==> config.mk <==
export PLATFORM = sky130hd
export DESIGN_NAME = swpec_ctrl
export DESIGN_NICKNAME = d
export VERILOG_FILES = /design/src/rtl/core/swpec_pkg.sv /design/src/rtl/core/swpec_ctrl.sv
export SDC_FILE = /design/constraint.sdc
export NUM_CORES = 1
export LEC_CHECK = 0
export ABC_AREA = 1
export BUFFER_PORTS_ARGS = -buffer_cell sky130_fd_sc_hd__buf_2
export CAP_MARGIN = 20
export CELL_PAD_IN_SITES_DETAIL_PLACEMENT = 1
export CELL_PAD_IN_SITES_GLOBAL_PLACEMENT = 2
export CORE_AREA = 2 2 39 41
export DETAILED_ROUTE_END_ITERATION = 10
export DIE_AREA = 0 0 41 43
export GPL_TIMING_DRIVEN = 0
export PLACE_DENSITY_LB_ADDON = 0.12
export SYNTH_ARGS = -nofsm -noshare
export SYNTH_HDL_FRONTEND = slang
export SYNTH_SLANG_ARGS = --single-unit
==> constraint.sdc <==
create_clock -name clock -period 2.3 [get_ports clock]
set_clock_uncertainty 0.15 [all_clocks]
set_input_delay 0.115 -clock clock [delete_from_list [all_inputs] [get_ports clock]]
set_output_delay 0.115 -clock clock [all_outputs]
set_load 0.01 [all_outputs]
==> src/rtl/core/swpec_pkg.sv <==
// Shared types and constants for the sliding-window peak event counter.
// No dependencies; used by the controller, the datapath and the top level.
package swpec_pkg;

   localparam int DEPTH_DEFAULT      = 256;
   localparam int TIME_WIDTH_DEFAULT = 32;

   localparam int TS_W       = 32;   // timestamp field width
   localparam int WIN_W      = 32;   // window_seconds register width
   localparam int CNT_OUT_W  = 9;    // count fields on the result word
   localparam int RSP_DATA_W = 24;   // result tdata, padded to whole bytes

   localparam logic [WIN_W-1:0] WINDOW_RESET = 32'd60;

   typedef enum logic [0:0] {
      ST_IDLE,
      ST_SCAN
   } state_type;

   // controller -> datapath
   typedef struct packed {
      logic load;     // take the word on the input, append it
      logic drop;     // retire the oldest entry
      logic finish;   // load the result register, clear the run if last
   } cmd_type;

   // datapath -> controller
   typedef struct packed {
      logic drop_needed;
   } status_type;

endpackage

==> src/rtl/core/swpec_ctrl.sv <==
// Controller for the sliding-window peak event counter.
// Sequences append, drop scan and result load; depends on swpec_pkg.
module swpec_ctrl (
   input  logic                 clock,
   input  logic                 reset,
   input  logic                 req_tvalid,
   output logic                 req_tready,
   output logic                 rsp_tvalid,
   input  logic                 rsp_tready,
   input  swpec_pkg::status_type status,
   output swpec_pkg::cmd_type    cmd
);
   import swpec_pkg::*;

   state_type state_ff, state_in;
   logic      rsp_valid_ff, rsp_valid_in;

   always_ff @(posedge clock) begin
      if (reset) begin
         state_ff     <= ST_IDLE;
         rsp_valid_ff <= 1'b0;
      end else begin
         state_ff     <= state_in;
         rsp_valid_ff <= rsp_valid_in;
      end
   end

   always_comb begin
      state_in     = state_ff;
      cmd          = '0;
      rsp_valid_in = rsp_valid_ff & ~rsp_tready;
      req_tready   = (state_ff == ST_IDLE);
      unique case (state_ff)
         ST_IDLE: begin
            if (req_tvalid) begin
               cmd.load = 1'b1;
               state_in = ST_SCAN;
            end
         end
         ST_SCAN: begin
            if (status.drop_needed) begin
               cmd.drop = 1'b1;
            end else if (!rsp_valid_ff || rsp_tready) begin
               // result register is free or being emptied this cycle
               cmd.finish   = 1'b1;
               rsp_valid_in = 1'b1;
               state_in     = ST_IDLE;
            end
         end
         default: begin
            state_in = ST_IDLE;
         end
      endcase
   end

   assign rsp_tvalid = rsp_valid_ff;

   a_finish_room: assert property (@(posedge clock) disable iff (reset)
      cmd.finish |-> (!rsp_valid_ff || rsp_tready))
      else $error("result loaded while output word still pending");

   a_cmd_excl: assert property (@(posedge clock) disable iff (reset)
      !(cmd.drop && cmd.finish) && !(cmd.load && (cmd.drop || cmd.finish)))
      else $error("conflicting datapath commands");

   a_load_scan: assert property (@(posedge clock) disable iff (reset)
      cmd.load |=> (state_ff == ST_SCAN && !req_tready))
      else $error("append not followed by scan");

endmodule

# Word level (Yosys, flattened, before mapping)
# Index checks and enable logic that the tools add are counted.
# totals
memories,0
inputBits,5
regBits,2
latchBits,0
out_inout_bits,5
mem_bits_ro,0
word_cells,19
ram_bits,0
# op_classes
div,0
mux,12
eq_ne,0
n_addsub,0
bitwise,3
multipliers,0
magnitude_cmp,0
n_shift,0
n_reduce_logical,2
# op_table
cell,count
2-to-1 mux 1 bit,10
2-to-1 mux 2 bit,1
NOT 1 bit,2
one-hot mux 1 bit (2 select lines),1
bitwise AND 1 bit,1
zero test 1 bit,1
logical OR 1 bit,1

# Depth between registers and ports, before layout
# depth
ltp_word,5
mapped_depth,4
ltp_nobuf,4

# Least setup slack after synthesis
# OpenSTA, ideal clock, no wires.
# synth_path
path_type,register to register
start,reg state_ff
end,reg state_ff
t_required_ps,2032
period_less_slack_ps,917
slack_ps,1383
path_buffers,0
arrival_ps,650
setup_ps,118
stages_incl_launch_ff,4
path_cell_list,dfxtp_1 nand2_2 nor2_2 nor2_1
# synth_via
elab_chain_len,2
# synth_rtl
element,line_no,text
start: declaration,swpec_ctrl.sv:15,"state_type state_ff, state_in;"
start signal: assignment,swpec_ctrl.sv:23,state_ff <= state_in;
NOT 1 bit,--,
one-hot mux 1 bit (2 select lines) *,swpec_ctrl.sv:33,unique case (state_ff)
# Every way passes the cells marked *; elsewhere a longest branch is shown, timed or not.
# A chain may end at the register's enable or synchronous reset.

==> results.yml <==
finish:
  multiInputGateArea_sq_um: 43.79
  n_antenna_cell: 0
  post_route_cells_drive_above_1_share: 0.4667
  fillCellCount: 175
  finish.net_count: 37
  synthToLayoutAreaGrowth_pct: 91.77
  layout.area.seq_sq_um: 40.04
logic_synthesis:
  synth_cells: 17
  netlist.area_leader.share: 0.3765
  syn_avg_cell_area_sq_um: 6.256
  syn_area_sq_um: 106.4
  synth_seq_cells: 2
  synthDistinctLibCells: 8
  synth.area.top_cells: "sky130_fd_sc_hd__dfxtp_1 38%, sky130_fd_sc_hd__inv_1 21%, sky130_fd_sc_hd__nor2_1 11%"
  synth_nets: 22
  seq_area_frac_synth: 0.3765
  synth_area_leader_cell: "sky130_fd_sc_hd__dfxtp_1"
  synth-warning-count: 0
global_route:
  number_of_global_route_vias_before_repair: 141
  antenna_found_initial: 0
  largest_net_degree_at_the_start_of_global_routing: 6
  grt.total_usage: 0.04905
  grt_first_pass_wirelength_microns: 476
  globalRoute.totalOverflow: 0
setup_path:
  crit_required_ps: 2040
  critical_path.max_fanout: 5
  critical_path_buf_inv_count: 1
  worst_path_largest_cell_delay_ps: 400
  crit_path_end_kind: "primary output"
  cp_cell_sequence: "nand2_2 -> nor2_2 -> buf_2"
  worst_path_dominant_cell_family: "flip-flops"
  worstPathArrival_ps: 970
  worstSetupPathType: "flop to primary output"
  worst_path_max_delay_cell: "sky130_fd_sc_hd__dfxtp_1"
  start_kind: "flop"
clocking:
  cts_tree: "done"
  insertion_delay_ps: 220
  clk_path_buf_depth: 2
  ctsResizeCount: 0
  cts.clk_slew.worst_paths_ps: 30
  cts_inserted_buffers: 3
  cts_root_buffer: "sky130_fd_sc_hd__clkbuf_4"
  postCtsSetupRepairBufs: 0
  clkSinkCount: 2
  cts-hold-fix-buffers: 1
  htreeDepth: 1
pwr:
  powerDensity_nw_per_um2: 681.4
  power_frac_comb: 0.152
  sequentialPowerShare: 0.286
  clock_power_share: 0.561
  p_int_uw: 105.5
  cellLeakagePower_uw: 0.0001193
  worst_ir_drop_vdd_mv: 0.1449
  power.total_uw: 139.0
  power.switching_uw: 33.50
  power_switching_share: 0.2410
sta:
  grt_setup_unrepaired: "false"
  timing.slew.headroom: 0.8786
  setup_violations: 0
  fmax_mhz: 806.5
  final_period_minus_worst_setup_slack_ps: 1240
  maxSlewViolCount: 0
  timing_hold_violations_final: 0
  min_period_over_period: 0.5391
  final.setup.tns_ps: 0
  timing_worst_slew_pin_value_ps: 181.8
floorplan:
  row_count: 14
  die_w_microns: 41
  die_y_microns: 43
  core_area_sq_um: 1384
  ioPinCount: 10
  initial_core_utilization: 0.07685
  floorplan.die_area_sq_um: 1763
drt:
  route.detailed.drc: 0
  drt-pass1-iter-count: 1
  detail_route.vias_per_cell: 3.109
  route.antenna.remaining_nets: 0
  vias: 143
  first_iter_violations: 0
  wl_microns: 338
  routed_wire_length_per_instance_microns: 7.348
place:
  gp_routability_congestion: 0.6198
  port_buffers: 9
  post-dp-hpwl_microns: 254.6
job:
  drv_cap: 0
status:
  run_status: "complete, no violations"
hold_path:
  worstHoldPathType: "primary input to flop"
-- cells in the mapped netlist (all sizes together) --
cell type,number
dfxtp,2
nor2,4
inv,6
a21oi,1
o21bai,1
nand2,3
-- cell type report --
cell class                 count  share of cell area
clock buffer                   3              0.1104
inverter                       6              0.1104
multi-input combinational      9              0.2147
sequential                     2              0.1963
tap                           16             0.09816
timing repair buffer          10              0.2699
-- power groups by stage --
stage               registers, uW  clock network [uW]  logic [uW]
floorplan                    40.2                   0        9.73
global placement             40.7                   0        20.1
detailed placement           40.5                   0        20.2
CTS                          40.1                82.9        21.7
global route                 40.4                86.4        23.4
finish                       39.8                78.0        21.2
-- cells by family (layout without fill, tap and decap cells) --
group | count (synthesis) | after routing | share of synthesized area
and+or+nand+nor | 7 | 7 | 0.2942
buffers and inverters | 6 | 19 | 0.2117
AOI/OAI and AO/OA | 2 | 2 | 0.1176
DFF | 2 | 2 | 0.3765
-- stage by stage --
step / hold slack, ps / area, sq um / worst slack [ps] / instances / utilization
floorplan: 34.07 / 106.4 / 1383 / 17 / -
global placement: 145.0 / 171.4 / 1240 / 42 / 0.1239
detailed placement: 142.7 / 171.4 / 1269 / 42 / 0.1239
CTS: 7.840 / 203.9 / 1020 / 46 / 0.1474
global route: 15.90 / 203.9 / 988.6 / 46 / 0.1474
finish: 11.57 / 203.9 / 1060 / 46 / 0.1474
-- worst reg2reg max path, cell delays in order, from the launching register on --
cell                      delay, ps
sky130_fd_sc_hd__dfxtp_1        400
sky130_fd_sc_hd__nand2_2         90
sky130_fd_sc_hd__nor2_2         130
sky130_fd_sc_hd__nor2_1          50
-- per-layer routing --
metal | global-route usage | up-vias | wire length (microns)
met4 | 0.1000 | 0 | 14
met2 | 0.06250 | 8 | 167
met1 | 0.03503 | 59 | 121
li1 | - | 74 | -
met5 | 0 | - | 0
met3 | 0.01571 | 2 | 34
-- placed cells by master, fill, tap and decap left out --
master                          n
sky130_fd_sc_hd__buf_2          9
sky130_fd_sc_hd__inv_1          6
sky130_fd_sc_hd__nor2_1         3
sky130_fd_sc_hd__clkbuf_4       3
sky130_fd_sc_hd__nand2_1        2
sky130_fd_sc_hd__dfxtp_1        2
sky130_fd_sc_hd__nand2_2        1
sky130_fd_sc_hd__nor2_2         1
sky130_fd_sc_hd__a21oi_1        1
sky130_fd_sc_hd__o21bai_1       1
sky130_fd_sc_hd__dlygate4sd3_1  1
-- state kept, by name, indices dropped and copies added (netlist names) --
| signal | cells |
|---|---|
| rsp_tvalid | 1 |
| state_ff | 1 |
-- worst paths after layout --
kind         cells past startpoint       start  slack, ps          to
max                              3    state_ff       1060      cmd[0]
min reg2reg                      2  rsp_tvalid        330  rsp_tvalid
min                              3  req_tvalid         10    state_ff
max reg2reg                      3    state_ff       1380    state_ff
Power figures use the tool's default switching activity.
